--- config.mk ---
export PLATFORM = sky130hd
export DESIGN_NAME = instruction_decoder_16bit
export DESIGN_NICKNAME = d
export VERILOG_FILES = /design/src/rtl/idec_pkg.sv /design/src/rtl/instruction_decoder_16bit.sv
export SDC_FILE = /design/constraint.sdc
export NUM_CORES = 1
export LEC_CHECK = 0
export ABC_AREA = 0
export BUFFER_PORTS_ARGS = -buffer_cell sky130_fd_sc_hd__buf_4
export CAP_MARGIN = 15
export CORE_MARGIN = 4
export CORE_UTILIZATION = 63
export DETAILED_ROUTE_END_ITERATION = 16
export HOLD_SLACK_MARGIN = 0.06
export PLACE_DENSITY = 0.88
export SETUP_SLACK_MARGIN = 0.05
export SYNTH_ARGS = -nofsm -noshare
export SYNTH_HDL_FRONTEND = slang
export SYNTH_SLANG_ARGS = --single-unit
--- constraint.sdc ---
create_clock -name i_clk -period 4.7 [get_ports i_clk]
set_clock_uncertainty 0.05 [all_clocks]
set_input_delay 0 -clock i_clk [delete_from_list [all_inputs] [get_ports i_clk]]
set_output_delay 0 -clock i_clk [all_outputs]
set_load 0.005 [all_outputs]
--- src/rtl/idec_pkg.sv ---
// Package for the 16-bit instruction decoder: operand form codes, mnemonic bases
// and the per-major tables for the immediate formats.
// No dependencies.
`timescale 1ns / 1ps

package idec_pkg;

    typedef enum logic [3:0] {
        FORM_NONE     = 4'd0,
        FORM_REG      = 4'd1,
        FORM_REG_REG  = 4'd2,
        FORM_REG_IMM  = 4'd3,
        FORM_IMM_REG  = 4'd4,
        FORM_IMM      = 4'd5,
        FORM_XREG_REG = 4'd6,
        FORM_REG_XREG = 4'd7,
        FORM_XREG_IMM = 4'd8
    } t_form;

    typedef logic [6:0] t_op;

    localparam t_op OP_IRT = 7'd0;
    localparam t_op OP_NOP = 7'd2;
    localparam t_op OP_CAL = 7'd6;
    localparam t_op OP_PRF = 7'd10;
    localparam t_op OP_SAA = 7'd12;
    localparam t_op OP_DVU = 7'd20;
    localparam t_op OP_PRD = 7'd22;
    localparam t_op OP_PWR = 7'd23;
    localparam t_op OP_XWR = 7'd25;
    localparam t_op OP_MRD = 7'd26;
    localparam t_op OP_MWR = 7'd27;
    localparam t_op OP_SRD = 7'd28;
    localparam t_op OP_SWR = 7'd29;
    localparam t_op OP_MLU = 7'd30;
    localparam t_op OP_CMP = 7'd31;
    localparam t_op OP_TST = 7'd32;
    localparam t_op OP_MLS = 7'd33;
    localparam t_op OP_MOV = 7'd34;
    localparam t_op OP_CRD = 7'd35;
    localparam t_op OP_CWR = 7'd36;
    localparam t_op OP_SNO = 7'd37;
    localparam t_op OP_ADD = 7'd43;
    localparam t_op OP_INT = 7'd51;
    localparam t_op OP_JAA = 7'd52;
    localparam t_op OP_JMP = 7'd66;
    localparam t_op OP_MAA = 7'd67;
    localparam t_op OP_MNC = 7'd75;

    // Sub-opcode codes under major zero
    localparam logic [4:0] SUB_SYS   = 5'd1;
    localparam logic [4:0] SUB_MISC  = 5'd3;
    localparam logic [4:0] SUB_CACHE = 5'd4;
    localparam logic [4:0] SUB_SET   = 5'd5;
    localparam logic [4:0] SUB_RR_LO = 5'd6;
    localparam logic [4:0] SUB_PWR   = 5'd9;
    localparam logic [4:0] SUB_XRD   = 5'd10;
    localparam logic [4:0] SUB_XWR   = 5'd11;
    localparam logic [4:0] SUB_MWR   = 5'd13;
    localparam logic [4:0] SUB_SWR   = 5'd15;
    localparam logic [4:0] SUB_RR_HI = 5'd22;
    localparam logic [4:0] SUB_SETX  = 5'd23;
    localparam logic [4:0] SUB_ALU   = 5'd24;

    // Major opcodes
    localparam logic [4:0] MAJ_ZERO    = 5'd0;
    localparam logic [4:0] MAJ_IMM8    = 5'd2;
    localparam logic [4:0] MAJ_CACHEI  = 5'd3;
    localparam logic [4:0] MAJ_JCC_LO  = 5'd4;
    localparam logic [4:0] MAJ_JCC_HI  = 5'd5;
    localparam logic [4:0] MAJ_TBL_LO  = 5'd8;
    localparam logic [4:0] MAJ_JMP     = 5'd10;
    localparam logic [4:0] MAJ_CAL     = 5'd21;
    localparam logic [4:0] MAJ_MOVR    = 5'd22;
    localparam logic [4:0] MAJ_MOVX    = 5'd23;
    localparam logic [4:0] MAJ_ALUI    = 5'd24;

    localparam int IMM_TBL_DEPTH = 14;

    localparam t_op IMM_MAJOR_OP [IMM_TBL_DEPTH] = '{
        OP_PRD, OP_PWR, OP_JMP, OP_XWR, OP_MRD, OP_MWR, OP_SRD,
        OP_SWR, OP_MLU, OP_CMP, OP_TST, OP_MLS, OP_MOV, OP_CAL
    };

    localparam t_form IMM_MAJOR_FORM [IMM_TBL_DEPTH] = '{
        FORM_REG_IMM, FORM_IMM_REG, FORM_IMM, FORM_XREG_IMM, FORM_REG_IMM,
        FORM_IMM_REG, FORM_REG_IMM, FORM_IMM_REG, FORM_REG_IMM, FORM_REG_IMM,
        FORM_REG_IMM, FORM_REG_IMM, FORM_REG_IMM, FORM_IMM
    };

endpackage

--- src/rtl/instruction_decoder_16bit.sv ---
// Top level of the 16-bit instruction decoder: input register, decode logic,
// result register. Depends on idec_pkg.
`timescale 1ns / 1ps

// Takes one instruction word per clock cycle; busy is always low. Each result
// passes through the input and result registers to the o_ result ports and holds
// there until the next one, marked by o_strobe high for a single cycle. The receiver
// cannot stall: it must capture every result in the cycle o_strobe is high. The rate
// of one word per cycle is set by the single decode stage between the two registers.
module instruction_decoder_16bit
    import idec_pkg::*;
(
    input  logic               i_clk,
    input  logic               i_rst_n,
    input  logic               start,
    output logic               busy,
    input  logic [15:0]        i_instruction,
    output logic               o_strobe,
    output logic               o_valid_res,
    output logic [6:0]         o_operation,
    output logic [3:0]         o_operand_form,
    output logic [2:0]         o_first_reg,
    output logic [2:0]         o_second_reg,
    output logic signed [10:0] o_immediate,
    output logic [2:0]         o_ext_reg,
    output logic               o_ext_reg_reserved
);

    logic        r_in_vld;
    logic [15:0] r_instr;

    logic        r_strobe;
    logic        r_valid_res;
    t_op         r_operation;
    t_form       r_form;
    logic [2:0]  r_first_reg;
    logic [2:0]  r_second_reg;
    logic [10:0] r_immediate;
    logic [2:0]  r_ext_reg;
    logic        r_ext_res;

    logic        n_valid_res;
    t_op         n_operation;
    t_form       n_form;
    logic [2:0]  n_first_reg;
    logic [2:0]  n_second_reg;
    logic [10:0] n_immediate;
    logic [2:0]  n_ext_reg;
    logic        n_ext_res;

    logic [4:0]  major;
    logic [4:0]  sub;
    logic [2:0]  rf;
    logic [2:0]  rs;
    logic [3:0]  cond;
    logic [2:0]  tsel;
    logic [4:0]  kfull;
    logic [3:0]  k;
    logic [7:0]  i8l;
    logic [4:0]  i5;
    logic [7:0]  i8;
    logic [10:0] i11;
    logic [10:0] imm_tbl;
    t_form       tbl_form;

    assign busy = 1'b0;

    always_comb begin
        major    = r_instr[15:11];
        sub      = r_instr[4:0];
        rf       = r_instr[7:5];
        rs       = r_instr[10:8];
        cond     = r_instr[11:8];
        tsel     = r_instr[3:1];
        kfull    = major - MAJ_TBL_LO;
        k        = kfull[3:0];
        i8l      = {r_instr[0], r_instr[7:1]};
        i5       = {r_instr[0], r_instr[4:1]};
        i8       = {r_instr[0], r_instr[10:8], r_instr[4:1]};
        i11      = {r_instr[0], r_instr[10:1]};
        imm_tbl  = ((major == MAJ_JMP) || (major == MAJ_CAL)) ? i11
                                                              : {{3{i8[7]}}, i8};
        tbl_form = IMM_MAJOR_FORM[k];
    end

    always_comb begin
        n_valid_res  = 1'b0;
        n_operation  = OP_IRT;
        n_form       = FORM_NONE;
        n_first_reg  = 3'd0;
        n_second_reg = 3'd0;
        n_immediate  = 11'd0;
        n_ext_reg    = 3'd0;
        n_ext_res    = 1'b0;
        if (major == MAJ_ZERO) begin
            if (sub == SUB_SYS) begin
                if (rs < 3'd2) begin
                    n_valid_res = 1'b1;
                    n_operation = OP_IRT + 7'(rs);
                end
            end else if (sub == SUB_MISC) begin
                n_valid_res = 1'b1;
                n_operation = OP_NOP + 7'(rs);
                if (rs != 3'd0 && rs != 3'd5) begin
                    n_form      = FORM_REG;
                    n_first_reg = rf;
                end
            end else if (sub == SUB_CACHE) begin
                if (rs < 3'd2) begin
                    n_valid_res = 1'b1;
                    n_operation = OP_PRF + 7'(rs);
                    n_form      = FORM_REG;
                    n_first_reg = rf;
                end
            end else if (sub == SUB_SET) begin
                n_valid_res = 1'b1;
                n_operation = OP_SAA + 7'(rs);
                n_form      = FORM_REG;
                n_first_reg = rf;
            end else if (sub >= SUB_RR_LO && sub <= SUB_RR_HI) begin
                n_valid_res = 1'b1;
                n_operation = OP_DVU + 7'(sub - SUB_RR_LO);
                if (sub == SUB_XRD) begin
                    n_form      = FORM_REG_XREG;
                    n_first_reg = rf;
                    n_ext_reg   = rs;
                    n_ext_res   = rs[2] | (rs == 3'd1);
                end else if (sub == SUB_XWR) begin
                    n_form      = FORM_XREG_REG;
                    n_first_reg = rs;
                    n_ext_reg   = rf;
                    n_ext_res   = rf[2];
                end else if (sub == SUB_PWR || sub == SUB_MWR || sub == SUB_SWR
                             || sub == SUB_RR_HI) begin
                    n_form       = FORM_REG_REG;
                    n_first_reg  = rs;
                    n_second_reg = rf;
                end else begin
                    n_form       = FORM_REG_REG;
                    n_first_reg  = rf;
                    n_second_reg = rs;
                end
            end else if (sub == SUB_SETX) begin
                if (rs < 3'd6) begin
                    n_valid_res = 1'b1;
                    n_operation = OP_SNO + 7'(rs);
                    n_form      = FORM_REG;
                    n_first_reg = rf;
                end
            end else if (sub >= SUB_ALU) begin
                n_valid_res  = 1'b1;
                n_operation  = OP_ADD + 7'(sub[2:0]);
                n_form       = FORM_REG_REG;
                n_first_reg  = rf;
                n_second_reg = rs;
            end
        end else if (major == MAJ_IMM8) begin
            if (rs == 3'd0) begin
                n_valid_res = 1'b1;
                n_operation = OP_INT;
                n_form      = FORM_IMM;
                n_immediate = {3'd0, i8l};
            end else if (rs == 3'd2 || rs == 3'd3) begin
                n_valid_res = 1'b1;
                n_operation = (rs == 3'd2) ? OP_CRD : OP_CWR;
                n_form      = (rs == 3'd2) ? FORM_REG_IMM : FORM_IMM_REG;
                n_first_reg = rf;
                n_immediate = {{6{i5[4]}}, i5};
            end
        end else if (major == MAJ_CACHEI) begin
            if (rs < 3'd2) begin
                n_valid_res = 1'b1;
                n_operation = OP_PRF + 7'(rs);
                n_form      = FORM_IMM;
                n_immediate = {3'd0, i8l};
            end
        end else if (major == MAJ_JCC_LO || major == MAJ_JCC_HI) begin
            if (cond < 4'd14) begin
                n_valid_res = 1'b1;
                n_operation = OP_JAA + 7'(cond);
                n_form      = FORM_IMM;
                n_immediate = {{3{i8l[7]}}, i8l};
            end
        end else if (major >= MAJ_TBL_LO && major <= MAJ_CAL) begin
            n_valid_res = 1'b1;
            n_operation = IMM_MAJOR_OP[k];
            n_form      = tbl_form;
            n_immediate = imm_tbl;
            if (tbl_form == FORM_XREG_IMM) begin
                n_ext_reg = rf;
                n_ext_res = rf[2];
            end else if (tbl_form != FORM_IMM) begin
                n_first_reg = rf;
            end
        end else if (major == MAJ_MOVR) begin
            n_valid_res  = 1'b1;
            n_operation  = OP_MAA + 7'(tsel);
            n_form       = FORM_REG_REG;
            n_first_reg  = rf;
            n_second_reg = rs;
        end else if (major == MAJ_MOVX) begin
            if (tsel < 3'd6) begin
                n_valid_res  = 1'b1;
                n_operation  = OP_MNC + 7'(tsel);
                n_form       = FORM_REG_REG;
                n_first_reg  = rf;
                n_second_reg = rs;
            end
        end else if (major >= MAJ_ALUI) begin
            n_valid_res = 1'b1;
            n_operation = OP_ADD + 7'(major[2:0]);
            n_form      = FORM_REG_IMM;
            n_first_reg = rf;
            n_immediate = {{3{i8[7]}}, i8};
        end
    end

    always_ff @(posedge i_clk) begin
        if (!i_rst_n) begin
            r_in_vld <= 1'b0;
            r_strobe <= 1'b0;
        end else begin
            r_in_vld <= start && !busy;
            r_strobe <= r_in_vld;
        end
    end

    always_ff @(posedge i_clk) begin
        if (start && !busy) begin
            r_instr <= i_instruction;
        end
        if (r_in_vld) begin
            r_valid_res  <= n_valid_res;
            r_operation  <= n_operation;
            r_form       <= n_form;
            r_first_reg  <= n_first_reg;
            r_second_reg <= n_second_reg;
            r_immediate  <= n_immediate;
            r_ext_reg    <= n_ext_reg;
            r_ext_res    <= n_ext_res;
        end
    end

    assign o_strobe           = r_strobe;
    assign o_valid_res        = r_valid_res;
    assign o_operation        = r_operation;
    assign o_operand_form     = r_form;
    assign o_first_reg        = r_first_reg;
    assign o_second_reg       = r_second_reg;
    assign o_immediate        = r_immediate;
    assign o_ext_reg          = r_ext_reg;
    assign o_ext_reg_reserved = r_ext_res;

endmodule
# == Word-level counts from Yosys, hierarchy flattened ==
# Memory sizes are Yosys's and may differ from the RTL's.
# Cells that the tools add are included.
# classes
muxes,156
n_reduce_logical,12
n_eq_ne,25
bitwise_logic,2
addsub,12
order_cmp,11
# ops
op,n
$mux 3,66
$mux 7,20
$mux 11,10
$mux 4,15
$mux 1,37
$eq 5x4->1 const B,6
$eq 5x5->1 const B,5
$add 6x3->7 const A,3
$eq 5x3->1 const B,4
$eq 5x2->1 const B,3
$ge 5x5->1 const B,3
$add 7x3->7 const A,2
$mux 6,2
$add 4x3->5 const A,2
$le 5x5->1 const B,2
$mux 10,1
$mux 8,1
$add 6x4->7 const A,1
$add 6x6->7 const A,1
$eq 3x2->1 const B,2
$logic_or 1x1->1,6
$lt 3x3->1 const B,2
$mux 2,3
$sub 5x3->6 const B,1
18 further kinds,20
# word_totals
memories,2
rom_bits,176
in_bits,19
word_cells,231
output_inout_bits,35
reg_bits,51
# mem_list
memory,words,word_bits,read_ports,rd_clocked_by_memory_dff,write_ports,line_no,text
(no name shown),16,7,1,0,0,instruction_decoder_16bit.sv:186,n_operation = IMM_MAJOR_OP[k];
(no name shown),16,4,1,0,0,instruction_decoder_16bit.sv:83,tbl_form = IMM_MAJOR_FORM[k];

# == Depth between registers and ports, before layout ==
# Gate-level depths: netlist of the first run.
# depth
ltp_word,13
depth_mapped,10

# == Worst setup path after synthesis of the first run ==
# Ideal clock, no wire load.
# synth_path
path_kind,register to register
startpoint,reg r_instr[2]
endpoint,"reg r_operation[4], in the netlist o_operation[4] (data pin)"
setup_slack_ps,2019
period_less_slack_ps,2681
stages_incl_launch_ff,11
t_arrival_ps,2361
path_buffers,2
path_cell_list,edfxtp_1 buf_2 clkbuf_1 inv_1 ha_1 ha_1 xor2_1 xnor2_1 a221o_1 a21oi_1 o22ai_1
# synth_via
elab_chain_len,9
elab_cells_between_ends,30
cone_classes,5 x add/sub; 4 x order compare; 5 x eq/ne; 15 x mux; 1 x reduce/logical
# synth_rtl
item,line_no,text
from (decl),instruction_decoder_16bit.sv:30,logic [15:0] r_instr;
from (signal assigned),instruction_decoder_16bit.sv:230,r_instr <= i_instruction;
"parallel branches: the longest is 8 deep, another holds $add 6x6->7",n/a,
$mux 7 *,instruction_decoder_16bit.sv:95,if (major == MAJ_ZERO) begin
named net n_operation[4],instruction_decoder_16bit.sv:43,t_op n_operation;
to (signal assigned),instruction_decoder_16bit.sv:234,r_operation <= n_operation;
to (decl),instruction_decoder_16bit.sv:34,t_op r_operation;
# Mark *: on every way through the listed nets, which the timed path passes.
# A chain may end at the register's enable or synchronous reset.

# == Final worst setup path of the first run ==
# layout_path
startpoint,reg r_instr[2]
endpoint,"reg r_second_reg[0], in the netlist o_second_reg[0] (data pin)"
# layout_via
elab_chain_len,13
elab_cells_between_ends,37
cone_classes,4 x order compare; 11 x eq/ne; 18 x mux; 4 x reduce/logical
# layout_rtl
item,line_no,text
$eq 5x4->1,instruction_decoder_16bit.sv:133,end else if (sub == SUB_PWR || sub == SUB_MWR || sub == SUB_SWR
$logic_or 1x1->1 (2 in series),instruction_decoder_16bit.sv:133,
$logic_or 1x1->1,instruction_decoder_16bit.sv:134,|| sub == SUB_RR_HI) begin
$mux 3,instruction_decoder_16bit.sv:133,
$mux 3,instruction_decoder_16bit.sv:128,end else if (sub == SUB_XWR) begin
$mux 3,instruction_decoder_16bit.sv:123,if (sub == SUB_XRD) begin
$mux 3,instruction_decoder_16bit.sv:120,end else if (sub >= SUB_RR_LO && sub <= SUB_RR_HI) begin
$mux 3,instruction_decoder_16bit.sv:115,end else if (sub == SUB_SET) begin
$mux 3,instruction_decoder_16bit.sv:108,end else if (sub == SUB_CACHE) begin
$mux 3,instruction_decoder_16bit.sv:101,end else if (sub == SUB_MISC) begin
$mux 3,instruction_decoder_16bit.sv:96,if (sub == SUB_SYS) begin
$mux 3 *,instruction_decoder_16bit.sv:95,
named net n_second_reg[0],instruction_decoder_16bit.sv:46,logic [2:0] n_second_reg;
to (signal assigned),instruction_decoder_16bit.sv:237,r_second_reg <= n_second_reg;
to (decl),instruction_decoder_16bit.sv:37,logic [2:0] r_second_reg;
# Mark *: on every way through the listed nets, which the timed path passes. The rest lies on a longest branch.

==> results.cfg, run 1 <==
[clock_network]
clock_sinks = 51
clk_latency_ns = 0.31
post_cts_buffers = 0
root_buffer = clkbuf_8
cts_tree = built
numCtsBuffers = 5
clkSlewWorstSetupHoldPaths_ns = 0.11
cts-hold-fix-buffers = 18
htreeDepth = 2
cts_resized = 0
clockBufferDepth = 2

[synthesis]
syn-instance-count = 426
syn-cell-area_um2 = 4040
ys_types = 72
synth-async-reset-ratio = 0
syn_avg_cell_area_um2 = 9.49
synth_edf_count = 49
synth_nets = 474
synth_seq_cells = 51
yosys_warnings = 0
synthFlopType = edfxtp_1
ys_seq_area_frac = 0.374

[route]
vias = 4073
wl_per_cell_um = 23.2
drt_iter0_markers = 723
drcViolationCount = 0
wl_mm = 13.0
vias_per_cell = 7.23
drtPass1Iterations = 6
ant_nets = 0

[setup_path]
slowest_stage = edfxtp_1
cp_data_required_time_ns = 4.85
worstSetupPathType = reg -> reg
cp-end-kind = flip-flop
crit_path_max_incr_delay_ns = 0.94
cp_cell_sequence = ha_1 -> nand2b_1 -> a32oi_1 -> buf_4 -> o211ai_1 -> o21ai_0 -> a22o_1
path_delay_family = compound AO/OA/AOI/OAI gates
cp_max_fo = 27
cp.arrival_ns = 3.54
start_kind = flip-flop
cp.buffers_inverters = 1

[timing]
finalSetupViolations = 0
fin_setup_tns_ns = 0
slew_headroom = 0.414
max_clock_freq_mhz = 294
hold_ws_ns = 0.347
rsz0062_at_grt = false
slew_violations = 0
worstMarginPinSlew_ns = 0.879
fin_crit_sh = 0.723
fin_ws_ns = 1.30
hold_violations = 0
period_minus_slack_ns = 3.40

[power]
p_leak_nw = 1.84
powerDensity_nw_per_um2 = 260
peakVddDrop_mv = 0.186

[floorplan]
die_x_um = 88.1
ios = 54
start_util = 0.667
fp.dieH_um = 88.1
rows = 28
dieArea_um2 = 7760
core_area_um2 = 6060

[layout]
fill_cells = 426
largest_reg_flops = 16
final_common_cell = buf_4
final_cell_mix = buf_4 (64), edfxtp_1 (49), nand2_1 (33)
multiInputGateArea_um2 = 2360
regArea_um2 = 1510
syn2layout_area_growth_pct = 18.2
layout.nets = 535
diodes = 0
regMostFlops = r_instr
layout-drive-gt1-share = 0.178

[global_routing]
grt_pass1_vias = 3726
gr-total-overflow = 0
grt_pass1_wl_mm = 20.2
grt_max_degree = 32
grt_usage = 0.341
antenna_found_initial = 0

[place]
io_buffers = 52
hpwl_mm = 9.34
place.gp.congestion = 0.986
place_ws_ns = 1.40

[run]
maxCapViolations = 0

[hold_path]
hp-class = in -> reg

[outcome]
status = finished, final reports clean
==> worst paths after layout <==
| kind | slack, ns | start | endpoint | depth (start not counted) |
|---|---|---|---|---|
| setup / recovery | 1.30 | r_instr[2] | o_second_reg[0] | 7 |
| hold / removal | 0.35 | i_instruction[15] | r_instr[15] | 2 |
| setup reg to reg | 1.30 | r_instr[2] | o_second_reg[0] | 7 |
| hold reg to reg | 0.59 | r_in_vld | o_operation[0] | 0 |
==> cell usage after synthesis, drive strengths merged (3+ instances only) <==
library cell   n  area [um^2]
nand3          8         40.0
buf            8         53.8
ha            29          363
o21a           5         37.5
nand3b         5         37.5
nand4          5         31.3
o311ai         3         26.3
nor4b          6         58.8
a311oi         3         26.3
clkbuf        20         75.1
o21bai         3         22.5
or3            3         18.8
a32oi          3         26.3
a21o           7         52.6
edfxtp        49         1470
o31ai          7         57.6
nor2b         13         81.3
nand2         33          124
a21oi         31          155
a22oi          6         45.0
o2111ai        3         26.3
o22ai          6         37.5
mux2i          3         30.0
a22o           5         43.8
a211o          4         35.0
a211oi         6         57.6
inv           16         60.1
o211ai         6         45.0
or2            3         18.8
and2           9         56.3
nor3           7         35.0
mux2           3         33.8
nor2          23         86.3
and3           3         18.8
a21boi         4         30.0
a31oi          5         31.3
o21ai         16         80.1
nand2b        12         75.1
a221oi         7         61.3
==> final cells by class <==
type | count | area share
clock buffers | 5 | 0.0144
clock inverters | 3 | 0.00602
inverters | 16 | 0.0126
multi-input cells | 331 | 0.493
flip-flops and latches | 51 | 0.316
well taps | 75 | 0.0196
repair buffers | 82 | 0.138
==> through the flow <==
stage           util  total power [mW]  instance area [um^2]  cells
2_1_floorplan      -             0.808                  4040    426
4_1_cts        0.789              1.23                  4780    563
3_5_place_dp   0.743             0.945                  4500    537
3_3_place_gp   0.743             0.935                  4500    537
5_1_grt        0.789              1.29                  4780    563
6_report       0.789              1.24                  4780    563
==> logic make-up after synthesis <==
| family | after synthesis | synth area share |
|---|---|---|
| AND/OR/NAND/NOR | 141 | 0.196 |
| other | 1 | 0.000927 |
| AO/OA/AOI/OAI | 151 | 0.271 |
| XOR/XNOR | 3 | 0.00650 |
| multiplexers | 6 | 0.0158 |
| adder cells (fa/ha/maj) | 29 | 0.0897 |
| buffers and inverters | 44 | 0.0467 |
| flip-flops | 51 | 0.374 |
==> routing by layer <==
layer	up-vias	routed length, um	track usage
li1	1772	-	-
met1	1900	4870	0.459
met2	343	6040	0.542
met3	58	1590	0.0621
met4	0	551	0.140
met5	-	0	0
==> worst reg2reg max path, stage by stage, from the launching register on <==
cell      delay [ns]
edfxtp_1        0.94
ha_1            0.49
nand2b_1        0.10
a32oi_1         0.61
buf_4           0.29
o211ai_1        0.18
o21ai_0         0.43
a22o_1          0.20
==> report_power, final <==
part	total, mW	switching (mW)	internal [mW]
clock network	0.279	0.168	0.111
registers	0.592	0.0474	0.545
logic	0.371	0.209	0.162
total	1.24	0.424	0.818
Power figures use the tool's default switching activity.
==> run 2: changes to the inputs <==
--- a/config.mk
+++ b/config.mk
@@ -9,10 +9,10 @@
 export BUFFER_PORTS_ARGS = -buffer_cell sky130_fd_sc_hd__buf_4
 export CAP_MARGIN = 15
 export CORE_MARGIN = 4
-export CORE_UTILIZATION = 63
+export CORE_UTILIZATION = 59
 export DETAILED_ROUTE_END_ITERATION = 16
 export HOLD_SLACK_MARGIN = 0.06
-export PLACE_DENSITY = 0.88
+export PLACE_DENSITY = 0.83
 export SETUP_SLACK_MARGIN = 0.05
 export SYNTH_ARGS = -nofsm -noshare
 export SYNTH_HDL_FRONTEND = slang
==> constraint.sdc (replaced) <==
create_clock -name i_clk -period 3.38 [get_ports i_clk]
set_clock_uncertainty 0.05 [all_clocks]
set_input_delay 0 -clock i_clk [delete_from_list [all_inputs] [get_ports i_clk]]
set_output_delay 0 -clock i_clk [all_outputs]
set_load 0.005 [all_outputs]
==> run 2 against run 1 <==
  * Critical endpoint unchanged
  * Clock power up 62%
  * Final area up 2.4%
  * Global-route usage down 2.9 points
  * Routed wire length down 1.1%
==> results.cfg, run 2 (synthesis results as in run 1) <==
[clock_network]
clockBufferDepth = 2
numCtsBuffers = 5
cts_tree = built
root_buffer = clkbuf_8
post_cts_buffers = 0
clk_latency_ns = 0.31
clock_sinks = 51
clkSlewWorstSetupHoldPaths_ns = 0.11
htreeDepth = 2

[setup_path]
r2r_start = r_instr[12]
cp-end-kind = flip-flop
cp_data_required_time_ns = 3.52
crit_path_max_incr_delay_ns = 0.61
path_delay_family = compound AO/OA/AOI/OAI gates
cp_max_fo = 10
cp_cell_sequence = inv_1 -> ha_1 -> or4b_4 -> a211oi_4 -> o211ai_1 -> o21ai_0 -> a22o_1
cp.arrival_ns = 3.05
start_kind = flip-flop
rrSetupSlack_ns = 0.47
worstRegToRegCells = 7
slowest_stage = or4b_4
r2r-end = o_second_reg[0]
worstSetupPathType = reg -> reg
cp.buffers_inverters = 1

[route]
drcViolationCount = 0
vias_per_cell = 6.94
wl_per_cell_um = 22.4
drt_iter0_markers = 538
vias = 4007
drtPass1Iterations = 6
wl_mm = 12.9
ant_nets = 0

[floorplan]
dieArea_um2 = 8240
start_util = 0.623
fp.dieH_um = 90.8
ios = 54
core_area_um2 = 6490
die_x_um = 90.8
rows = 29

[timing]
slew_violations = 0
slew_headroom = 0.580
fin_crit_sh = 0.861
rsz0062_at_grt = false
finalSetupViolations = 0
fin_setup_tns_ns = 0
hold_violations = 0
hold_ws_ns = 0.355
worstMarginPinSlew_ns = 0.622
fin_ws_ns = 0.471
period_minus_slack_ns = 2.91
max_clock_freq_mhz = 344

[hold_path]
min_path_cells = 2
holdPathEnd = r_instr[4]
hold_start = i_instruction[4]
hp-class = in -> reg

[global_routing]
antenna_found_initial = 0
grt_pass1_wl_mm = 20.4
grt_usage = 0.312
grt_pass1_vias = 3753
gr-total-overflow = 0
grt_max_degree = 33

[layout]
fill_cells = 455
layout-drive-gt1-share = 0.200
fin_area_um2 = 4890
largest_reg_flops = 16
final_core_util = 0.753
syn2layout_area_growth_pct = 21.0
layout.nets = 547
diodes = 0
final_common_cell = buf_4
final_cell_mix = buf_4 (76), edfxtp_1 (49), nand2_1 (33)
regMostFlops = r_instr

[outcome]
status = finished, final reports clean

[power]
p_leak_nw = 1.90
peakVddDrop_mv = 0.240
powerDensity_nw_per_um2 = 371

[run]
maxCapViolations = 0

[place]
place.gp.congestion = 1.02
io_buffers = 52
dpl_cell_area_um2 = 4590
place_ws_ns = 0.528
hpwl_mm = 9.47
-- run 2: cell count changes in the layout (fill, tap and decap cells not counted), sizes merged --
cell | previous run | this run
buf | 64 | 76
clkinv | 2 | 0
bufinv | 0 | 1
clkinvlp | 0 | 1
-- run 2: layer usage --
layer,part of all wire,vias to the layer above,track usage
li1,-,1798,-
met1,0.39,1867,0.427
met2,0.47,302,0.489
met3,0.11,40,0.0633
met4,0.031,0,0.113
met5,0,-,0
-- run 2: how the worst max path moves through the flow --
stage                     slack, ns  cells after the start   startpoint               to
after floorplan                0.70                     10   r_instr[2]   o_operation[4]
after global placement         0.49                      8   r_instr[1]   o_operation[1]
after detailed placement       0.53                      8   r_instr[1]   o_operation[1]
after CTS                      0.50                      8   r_instr[1]   o_operation[1]
after global routing           0.13                      8   r_instr[1]   o_operation[1]
final                          0.47                      7  r_instr[12]  o_second_reg[0]
-- run 2: power by group --
group	internal (mW)	switching, mW	total (mW)	leakage [nW]
logic	0.242	0.314	0.556	1.38
registers	0.757	0.0467	0.804	0.463
clock network	0.224	0.230	0.453	0.0548
-- run 2: repair_timing --
item | CTS | global route
setup endpoints to repair | 0 | 1
hold endpoints to repair | 34 | 0
hold buffers | 18 | 0
gates resized for setup | 0 | 1
-- run 2: layout make-up --
class	count	area [um^2]	area share
multi-input combinational	331	2360	0.482
clock buffer	5	68.8	0.0141
timing repair buffer	94	751	0.153
sequential	51	1510	0.309
tap	77	96.3	0.0197
inverter	16	60.1	0.0123
clock inverter	3	46.3	0.00946
-- run 2: metrics by stage --
| step | cells | power [mW] |
|---|---|---|
| global route | 577 | 1.88 |
| detailed placement | 551 | 1.34 |
| floorplan | 426 | 1.12 |
| finish | 577 | 1.81 |
| CTS | 577 | 1.79 |
| global placement | 551 | 1.32 |
